File: config.mk
export PLATFORM = sky130hd
export DESIGN_NAME = sync_header_frame_deframer
export DESIGN_NICKNAME = d
export VERILOG_FILES = /design/src/rtl/shfd_pkg.sv /design/src/rtl/sync_header_frame_deframer.sv
export SDC_FILE = /design/constraint.sdc
export NUM_CORES = 1
export LEC_CHECK = 0
export BUFFER_PORTS_ARGS = -buffer_cell sky130_fd_sc_hd__buf_2
export CORE_MARGIN = 1
export CORE_UTILIZATION = 59
export CTS_CLUSTER_SIZE = 12
export DETAILED_ROUTE_END_ITERATION = 12
export PLACE_DENSITY = 0.91
export SLEW_MARGIN = 20
export SYNTH_ARGS = -nofsm -noshare
export SYNTH_HDL_FRONTEND = slang
export SYNTH_SLANG_ARGS = --single-unit
File: constraint.sdc
create_clock -name clk -period 5.5 [get_ports clk]
set_clock_uncertainty 0.05 [all_clocks]
set_input_delay 0.825 -clock clk [delete_from_list [all_inputs] [get_ports clk]]
set_output_delay 0.825 -clock clk [all_outputs]
set_load 0.005 [all_outputs]
File: src/rtl/shfd_pkg.sv
// Package for the sync header frame deframer.
// Frame layout constants, sync header, known identifiers and kind codes.
// No dependencies.
package shfd_pkg;

  localparam int FRAME_BYTES_DEF = 20;
  localparam int POS_W           = 5;
  localparam int ID_BYTES        = 4;
  localparam int PAY_BYTES       = 8;
  localparam int LEN_W           = 4;
  localparam int KIND_W          = 3;

  localparam logic [POS_W-1:0] ID_FIRST  = 5'd5;
  localparam logic [POS_W-1:0] LEN_POS   = 5'd9;
  localparam logic [POS_W-1:0] PAY_FIRST = 5'd10;
  localparam logic [POS_W-1:0] HDR_END   = 5'd4;

  localparam logic [23:0]      SYNC_PREFIX = 24'hAA5501;
  localparam logic [7:0]       SYNC_LAST   = 8'h02;
  localparam logic [LEN_W-1:0] MAX_LEN     = 4'd8;

  localparam logic [31:0] ID_SPEED_BATT = 32'h14520902;
  localparam logic [31:0] ID_AC_TEMP    = 32'h18530904;
  localparam logic [31:0] ID_FAULT      = 32'h1C530902;
  localparam logic [31:0] ID_COMMAND    = 32'h18530905;

  typedef enum logic [KIND_W-1:0] {
    KIND_SPEED_BATT = 3'd0,
    KIND_AC_TEMP    = 3'd1,
    KIND_FAULT      = 3'd2,
    KIND_COMMAND    = 3'd3,
    KIND_UNKNOWN    = 3'd4
  } kind_t;

  function automatic kind_t kind_of(input logic [31:0] id);
    kind_t k;
    if (id == ID_SPEED_BATT)   k = KIND_SPEED_BATT;
    else if (id == ID_AC_TEMP) k = KIND_AC_TEMP;
    else if (id == ID_FAULT)   k = KIND_FAULT;
    else if (id == ID_COMMAND) k = KIND_COMMAND;
    else                       k = KIND_UNKNOWN;
    return k;
  endfunction

endpackage

File: src/rtl/sync_header_frame_deframer.sv
// Top level of the sync header frame deframer; depends on shfd_pkg.
// A frame result appears on m_tvalid in the cycle after its last byte is accepted.
// Throughput: one byte per cycle; the output register frees in the cycle it is taken,
// so s_tready stays high unless a result is held by m_tready low.
// Reset (rst, synchronous): hunting for the sync header, captures and history cleared,
// no result pending.
module sync_header_frame_deframer
  import shfd_pkg::*;
#(
  parameter int FRAME_BYTES = FRAME_BYTES_DEF
) (
  input  logic              clk,
  input  logic              rst,
  input  logic              s_tvalid,
  output logic              s_tready,
  input  logic [7:0]        s_tdata,   // rx_byte
  output logic              m_tvalid,
  input  logic              m_tready,
  output logic [103:0]      m_tdata,   // frame_id, payload_len, payload_low, payload_high,
                                       // four pad bits
  output logic [KIND_W-1:0] m_tuser    // frame_kind
);

  localparam logic [POS_W-1:0] LAST_POS = POS_W'(FRAME_BYTES - 1);

  logic [23:0]          recent_bytes, recent_bytes_next;
  logic                 in_frame, in_frame_next;
  logic [POS_W-1:0]     byte_position, byte_position_next;
  logic [31:0]          id_capture, id_capture_next;
  logic [LEN_W-1:0]     length_capture, length_capture_next;
  logic [63:0]          payload_capture, payload_capture_next;
  logic                 accept;
  logic                 frame_done;

  logic [31:0]          out_id;
  logic [LEN_W-1:0]     out_len;
  logic [63:0]          out_payload;
  kind_t                out_kind;

  assign s_tready = !m_tvalid || m_tready;
  assign accept   = s_tvalid && s_tready;

  always_comb begin
    recent_bytes_next    = recent_bytes;
    in_frame_next        = in_frame;
    byte_position_next   = byte_position;
    id_capture_next      = id_capture;
    length_capture_next  = length_capture;
    payload_capture_next = payload_capture;
    frame_done           = 1'b0;
    if (!in_frame) begin
      if (recent_bytes == SYNC_PREFIX && s_tdata == SYNC_LAST) begin
        in_frame_next        = 1'b1;
        byte_position_next   = HDR_END;
        recent_bytes_next    = '0;
        id_capture_next      = '0;
        length_capture_next  = '0;
        payload_capture_next = '0;
      end else begin
        recent_bytes_next = {recent_bytes[15:0], s_tdata};
      end
    end else begin
      for (int i = 0; i < ID_BYTES; i++) begin
        if (byte_position == ID_FIRST + POS_W'(i)) begin
          id_capture_next[8*i +: 8] = s_tdata;
        end
      end
      if (byte_position == LEN_POS) begin
        length_capture_next = (s_tdata > 8'(MAX_LEN)) ? MAX_LEN : s_tdata[LEN_W-1:0];
      end
      for (int k = 0; k < PAY_BYTES; k++) begin
        if (byte_position == PAY_FIRST + POS_W'(k) && LEN_W'(k) < length_capture) begin
          payload_capture_next[8*k +: 8] = s_tdata;
        end
      end
      if (byte_position >= LAST_POS) begin
        frame_done         = 1'b1;
        in_frame_next      = 1'b0;
        byte_position_next = '0;
        recent_bytes_next  = '0;
      end else begin
        byte_position_next = byte_position + 1'b1;
      end
    end
  end

  always_ff @(posedge clk) begin
    if (rst) begin
      recent_bytes    <= '0;
      in_frame        <= 1'b0;
      byte_position   <= '0;
      id_capture      <= '0;
      length_capture  <= '0;
      payload_capture <= '0;
    end else if (accept) begin
      recent_bytes    <= recent_bytes_next;
      in_frame        <= in_frame_next;
      byte_position   <= byte_position_next;
      if (frame_done) begin
        id_capture      <= '0;
        length_capture  <= '0;
        payload_capture <= '0;
      end else begin
        id_capture      <= id_capture_next;
        length_capture  <= length_capture_next;
        payload_capture <= payload_capture_next;
      end
    end
  end

  // result register
  always_ff @(posedge clk) begin
    if (rst) begin
      m_tvalid <= 1'b0;
    end else if (accept && frame_done) begin
      m_tvalid <= 1'b1;
    end else if (m_tready) begin
      m_tvalid <= 1'b0;
    end
  end

  always_ff @(posedge clk) begin
    if (accept && frame_done) begin
      out_id      <= id_capture_next;
      out_len     <= length_capture_next;
      out_payload <= payload_capture_next;
      out_kind    <= kind_of(id_capture_next);
    end
  end

  assign m_tdata = {4'b0000, out_payload, out_len, out_id};
  assign m_tuser = out_kind;

`ifndef NO_ASSERTIONS
  a_pos_bound: assert property (@(posedge clk) disable iff (rst)
    byte_position <= LAST_POS)
    else $error("byte position past frame end");

  a_hunt_pos: assert property (@(posedge clk) disable iff (rst)
    !in_frame |-> byte_position == '0)
    else $error("position nonzero while hunting");

  a_done_valid: assert property (@(posedge clk) disable iff (rst)
    accept && frame_done |=> m_tvalid && !in_frame)
    else $error("frame end did not raise result");

  a_len_clamp: assert property (@(posedge clk) disable iff (rst)
    m_tvalid |-> out_len <= MAX_LEN)
    else $error("payload length not clamped");
`endif

endmodule

## Yosys cells after proc, flatten, opt, wreduce, memory -nomap -nowiden

Cells that the tools add are included.

| storage, ports and cells | value |
|---|---|
| flip-flop bits (word level) | 234 |
| input bits | 12 |
| output and inout port bits | 109 |
| word-level logic and storage cells | 102 |

| cells by class | value |
|---|---|
| add/subtract/negate cells | 1 |
| $lt $le $gt $ge | 10 |
| equality and inequality tests | 20 |
| mux-type cells | 39 |
| reductions and logical operators | 19 |

Operators by type and width:

| cell | count |
|---|---|
| 2-to-1 mux 64 bit | 3 |
| equality test 32 x 29 -> 1 bit, second input constant | 4 |
| 2-to-1 mux 32 bit | 3 |
| 2-to-1 mux 8 bit | 12 |
| 2-to-1 mux 24 bit | 3 |
| equality test 5 x 4 -> 1 bit, second input constant | 8 |
| equality test 24 bit, second input constant | 1 |
| 2-to-1 mux 4 bit | 5 |
| < comparator 3 x 4 -> 1 bit, first input constant | 4 |
| equality test 5 x 3 -> 1 bit, second input constant | 3 |
| 2-to-1 mux 5 bit | 3 |
| logical AND 1 bit | 11 |
| equality test 5 bit, second input constant | 2 |
| equality test 8 x 2 -> 1 bit, second input constant | 1 |
| greater-than comparator 8 x 4 -> 1 bit, second input constant | 1 |
| < comparator 1 x 4 -> 1 bit, first input constant | 2 |
| < comparator 2 x 4 -> 1 bit, first input constant | 2 |
| 2-to-1 mux 1 bit | 8 |
| adder 5 x 1 -> 5 bit, second input constant | 1 |
| >= comparator 5 bit, second input constant | 1 |
| AND reduction 2 bit | 2 |
| nonzero test 2 bit | 2 |
| 2-to-1 mux 3 bit | 1 |
| OR reduction 3 bit | 1 |
| other kinds (5) | 5 |

## Logic depth before layout (Yosys ltp)

| logic depth | value |
|---|---|
| depth in word-level cells | 8 |
| depth in mapped cells | 10 |
| depth with buffers taken out | 8 |

## Worst setup path after synthesis

OpenSTA, ideal clock, no wires.

| timing path | value |
|---|---|
| path type | in2reg |
| start point | input m_tready |
| end point | register out_kind[0] (netlist: m_tuser[0]) (enable) |
| setup time | 0.456 ns |
| data arrival time | 3.404 ns |
| data required time | 4.994 ns |
| slack | 1.590 ns |
| stages on the path | 4 |
| path buffers | 0 |
| path through | nand2b_1 > and2_0 > nand2_1 > inv_1 |

| between the ends | value |
|---|---|
| word-level cells in the longest chain between the ends | 3 |

Ends and longest elaborated chain:

| item | line | text |
|---|---|---|
| start: declaration | sync_header_frame_deframer.sv:18 | `input logic m_tready,` |
| logical OR 1 bit | sync_header_frame_deframer.sv:40 | `assign s_tready = !m_tvalid \|\| m_tready;` |
| logical AND 1 bit | sync_header_frame_deframer.sv:41 | `assign accept = s_tvalid && s_tready;` |
| logical AND 1 bit | sync_header_frame_deframer.sv:123 | `if (accept && frame_done) begin` |
| end signal: assignment | sync_header_frame_deframer.sv:127 | `out_kind <= kind_of(id_capture_next);` |
| end: declaration | sync_header_frame_deframer.sv:38 | `kind_t out_kind;` |

Every way passes these cells.
A chain may end at the register's enable or synchronous reset.

## Worst setup path after layout

| timing path | value |
|---|---|
| start point | register byte_position[0] |
| end point | register payload_capture[16] |

| between the ends | value |
|---|---|
| word-level cells in the longest chain between the ends | 5 |
| elaborated cells between the ends (all ways) | 8 |
| classes of those cells | 1 x order compare; 1 x eq/ne; 5 x mux; 1 x reduce/logical |

Ends and longest elaborated chain:

| item | line | text |
|---|---|---|
| start: declaration | sync_header_frame_deframer.sv:28 | `logic [POS_W-1:0] byte_position, byte_position_next;` |
| start signal: assignment | sync_header_frame_deframer.sv:98 | `byte_position <= byte_position_next;` |
| branches (longest 4 deep; another with >= comparator 5 bit) | n/a |  |
| 2-to-1 mux 64 bit * | sync_header_frame_deframer.sv:99 | `if (frame_done) begin` |
| end signal: assignment | sync_header_frame_deframer.sv:106 | `payload_capture <= payload_capture_next;` |
| end: declaration | sync_header_frame_deframer.sv:31 | `logic [63:0] payload_capture, payload_capture_next;` |

Every way passes the cells marked *.

==> flow_results.org <==
** Run status
- The run finished with clean final reports.

** Route
- Routed length on met2 :: approximately 12 mm
- Total number of vias :: between 8000 and 9000
- Drt wl/cell :: between 15 and 20 um
- Detailed router's first-iteration violation count :: approximately 860
- Wire segments on met3 add up to 2.28 mm in the final route.
- The count of nets left with antenna violations once routing finished came out at 0.
- Residual DRC count :: 0
- Routed metal-1 wire length :: roughly 10 mm
- The detailed router used layers up to and including met4.
- Final WL :: 25.7 mm
- In the routed layout, each cell is associated on average with a via count of about 6.5.
- The first TritonRoute pass finished after 6 iterations.

** Final layout
- Summing all multi-input logic gate instances after layout gives approximately 4500 um^2.
- After filler insertion, the fill cell instance count of the layout stands at about 1200.
- Across the whole layout, storage elements account for ~5700 um^2.
- Compared with the post-synthesis result, the final layout area differs by 12.6%.
- The repair_antennas step left the layout with diodes totalling 0.
- Nets@finish :: ~1100
- Of the cells placed in the final design, the portion with a size suffix greater than 1 is 17.1%.

** Power and ir drop
- Net switching is 20.9% of the power.
- Max IR drop VDD :: ~0.20 mV
- Power, Total :: around 3.4 mW
- In this run, the clock network consumes between 40% and 50% of the power.
- Cell internal power was estimated by the tool at around 2.7 mW.
- Registers are responsible for 52.8% of the overall power.
- Portion of total power attributed to combinational logic :: under 10%
- Leakage power :: 4.13 nW
- For this design the total switching power over the nets is 0.716 mW.
- Power density cells :: around 290 nW/um^2

** Timing
- Slew headroom :: roughly 24%
- Number of pins exceeding their max-slew limit in the final report :: 0
- Worst-case hold slack :: 0.426 ns
- The total count of hold-check failures in the final report came to 0.
- Final number of setup-violating endpoints :: 0
- At the pin with the least slew margin, the transition time is 1.13 ns.
- Final period utilization :: around 65%
- Once routing completed, OpenROAD measured the worst setup slack at between 1.5 and 2 ns.
- Setup repair after global routing left no endpoint under its margin.
- For this run, the top clock speed supported by timing is 0.280 GHz.
- Final critical path time including I/O delays and setup :: ~3.6 ns
- Summed over all failing endpoints, the final setup total negative slack is 0 ns.

** Die
- Floorplan Core Area :: ~17000 um^2
- Once the floorplan was initialized, standard cells occupied between 60% and 70% of the core.
- The floorplan has 48 rows.
- Horizontal die dimension :: approximately 140 um
- The die covers between 15000 and 20000 um^2.
- Die Span Y :: ~140 um
- Pin placement for this block handled approximately 120 I/O pins.

** GRT
- Combined global-route utilization of all metal layers :: 27.6%
- The initial antenna violation count came to 0.
- Entering global routing, the biggest net connects a little under 100 pins.
- The first global-routing pass estimated a little over 40 mm of wire.
- The number of global-route vias before repair was about 8000.
- Remaining Overflow, GRT :: 0

** Synth
- The share of the Yosys chip area taken by registers is between 50% and 60%.
- The number of different library cells used by synthesis comes to slightly below 70.
- By area the synthesized netlist is led by sky130_fd_sc_hd__edfxtp_1 29%, sky130_fd_sc_hd__dfxtp_1 25%, sky130_fd_sc_hd__mux2i_1 7.8%.
- In the synthesized netlist the async set-or-reset flop fraction comes to 0%.
- Summed instance area of the synthesized netlist :: between 10000 and 15000 um^2
- Of the post-synthesis cell area, the dominant cell type holds 29.1%.
- Yosys mapped a number of flops with a built-in enable equal to between 100 and 150.
- Yosys warnings :: 0
- Number of synthesized register bits :: ~230
- The largest total area in the synthesized netlist belongs to sky130_fd_sc_hd__edfxtp_1.
- Cell with the most instances after synthesis :: sky130_fd_sc_hd__dfxtp_1
- Top_reg_cell synth :: sky130_fd_sc_hd__dfxtp_1
- The average instance in the mapped netlist occupies roughly 11 um^2.
- After synthesis, the most frequently instantiated cells are 131 x sky130_fd_sc_hd__dfxtp_1, 120 x sky130_fd_sc_hd__nor2_1, 103 x sky130_fd_sc_hd__edfxtp_1.
- Post-synthesis cell count :: about 1000

** Min path
- The path with the worst hold slack has its endpoint at payload_capture[4].
- Counting instances, the worst hold path has a depth of 2.
- The tightest min-delay check is of the reg -> reg type.
- Startpoint of the tightest hold check path :: payload_capture[4]

** Clocking
- CTS Hold Bufs :: 0
- Skew-Pair Late Insertion Delay :: between 0.5 and 0.6 ns
- TritonCTS built the clock tree.
- Post-CTS Setup Bufs :: 0
- In this run, CTS created clock tree buffers numbering 24.
- Counting every sink on the clock net gives around 230.
- In this run the clock root is driven by a sky130_fd_sc_hd__clkbuf_16.
- In this run, post-CTS repair resized a total of 0 instances.
- Max Root-Sink Buffers :: 3
- Number of levels in the clock H-tree :: 1
- Clock transition at the register clock pins on the worst setup and hold paths after CTS :: approximately 0.060 ns

** Worst setup path
- The startpoint identified for the worst register-to-register timing path is byte_position[0].
- The worst setup path is of the reg -> reg kind.
- Critical path cell sequence :: ha_1 > a2111oi_0 > nor3_1 > nor2_4 > buf_4 > a22oi_1 > nor2_1
- Critical path's slowest cell :: sky130_fd_sc_hd__nor2_4
- On the worst path, the slowest cell contributes a delay of slightly above 0.9 ns.
- Required time worst endpoint :: between 5 and 6 ns
- STA puts the critical path data arrival time at slightly below 4 ns.
- The worst register-to-register path ends at payload_capture[16].
- Measured in cells, the most critical reg-to-reg path has a length of 7.
- The worst setup path is launched from a flop.
- Along the worst path, the maximum fanout reaches 41.
- Category of cells accounting for the largest share of critical-path delay :: simple AND/OR/NAND/NOR gates
- Worst path bufs/invs :: 1
- Setup crit end kind :: flop
- For flop-to-flop paths, the worst setup slack is roughly 1.9 ns.

** Run
- Across the run, the number of max-cap violations was 0.

** Place
- Timing analysis after detailed placement gives a worst setup slack of 1.80 ns.
- Port bufs :: between 100 and 150
- Global placer's final weighted congestion :: 0.893
- DPL Wire Length :: roughly 15 mm
## per-stage QoR
stage	cell area (um^2)	utilization [%]	cells
final	12000	68.5	1306
after global placement	11200	64.3	1262
after CTS	12000	68.5	1306
after detailed placement	11200	64.3	1262
after global routing	12000	68.5	1306
after floorplan	10600	-	1004
## flip-flops by register name (all words and copies together), names as in the netlist
register and count:
byte_position 5, id_capture 32, in_frame 1, length_capture 4, m_tuser 3, m_tvalid 1, out_id 32, out_len 4
out_payload 64, payload_capture 64, recent_bytes 24
## layout by cell type, fill, tap and decap left out, drive strengths merged, types with 7 or more instances in the layout
cell and count:
dfxtp 131, a22oi 101, a22o 7, edfxtp 103
mux2i 83, o2bb2ai 70, nor4 8, nand2 78
mux2 8, a21oi 38, a21o 11, buf 131
nand2b 15, nor2 120, clkbuf 41, nor3 7
inv 15, nor2b 9, nand3 13
## tightest hold or removal path, cell delays in order, from the launching register on
cell and delay (ns):
sky130_fd_sc_hd__dfxtp_1 0.32, sky130_fd_sc_hd__nand2_1 0.05, sky130_fd_sc_hd__a21oi_1 0.05
## worst max path at each step
stage                     startpoint                   to  slack (ns)  depth (start not counted)
floorplan                   m_tready           m_tuser[0]        1.59                          4
global placement          s_tdata[0]           m_tuser[2]        1.86                          7
detailed placement        s_tdata[6]           m_tuser[1]        1.80                          8
CTS                 byte_position[0]  payload_capture[16]        2.02                          7
global route        byte_position[0]    length_capture[0]        1.65                          7
finish              byte_position[0]  payload_capture[16]        1.93                          7
## power groups by stage
stage	Clock [mW]	Sequential, mW	Combinational [mW]
after floorplan	0	1.85	0.0675
after global placement	0	1.85	0.0927
after detailed placement	0	1.85	0.0939
after CTS	1.54	1.81	0.0949
after global routing	1.60	1.81	0.103
final	1.52	1.81	0.0987
## logic make-up (layout without fill, tap and decap cells)
| kind of cell | Yosys count | after routing | synth area share, % |
|---|---|---|---|
| AND/OR/NAND/NOR | 287 | 287 | 13.0 |
| flip-flops | 234 | 234 | 53.7 |
| buffers and inverters | 113 | 190 | 4.51 |
| adder cells (fa/ha/maj) | 5 | 5 | 0.588 |
| AO/OA/AOI/OAI | 268 | 268 | 19.3 |
| multiplexers | 91 | 91 | 8.69 |
| other | 1 | 4 | 0.0353 |
| XOR/XNOR | 2 | 2 | 0.165 |
## layout make-up
cell class | count | share of cell area (%)
tap | 225 | 2.35
timing repair buffer | 131 | 5.81
inverter | 15 | 0.491
sequential | 234 | 47.7
clock buffer | 41 | 6.06
clock inverter | 3 | 0.104
multi-input combinational | 657 | 37.5
## per-layer routing
layer | up-vias | GRT usage, %
met1 | 4084 | 36.8
li1 | 3839 | -
met2 | 470 | 45.2
met4 | 0 | 10.5
met5 | - | 0
met3 | 59 | 4.44
No activity file was read; power rests on OpenSTA's default activity.
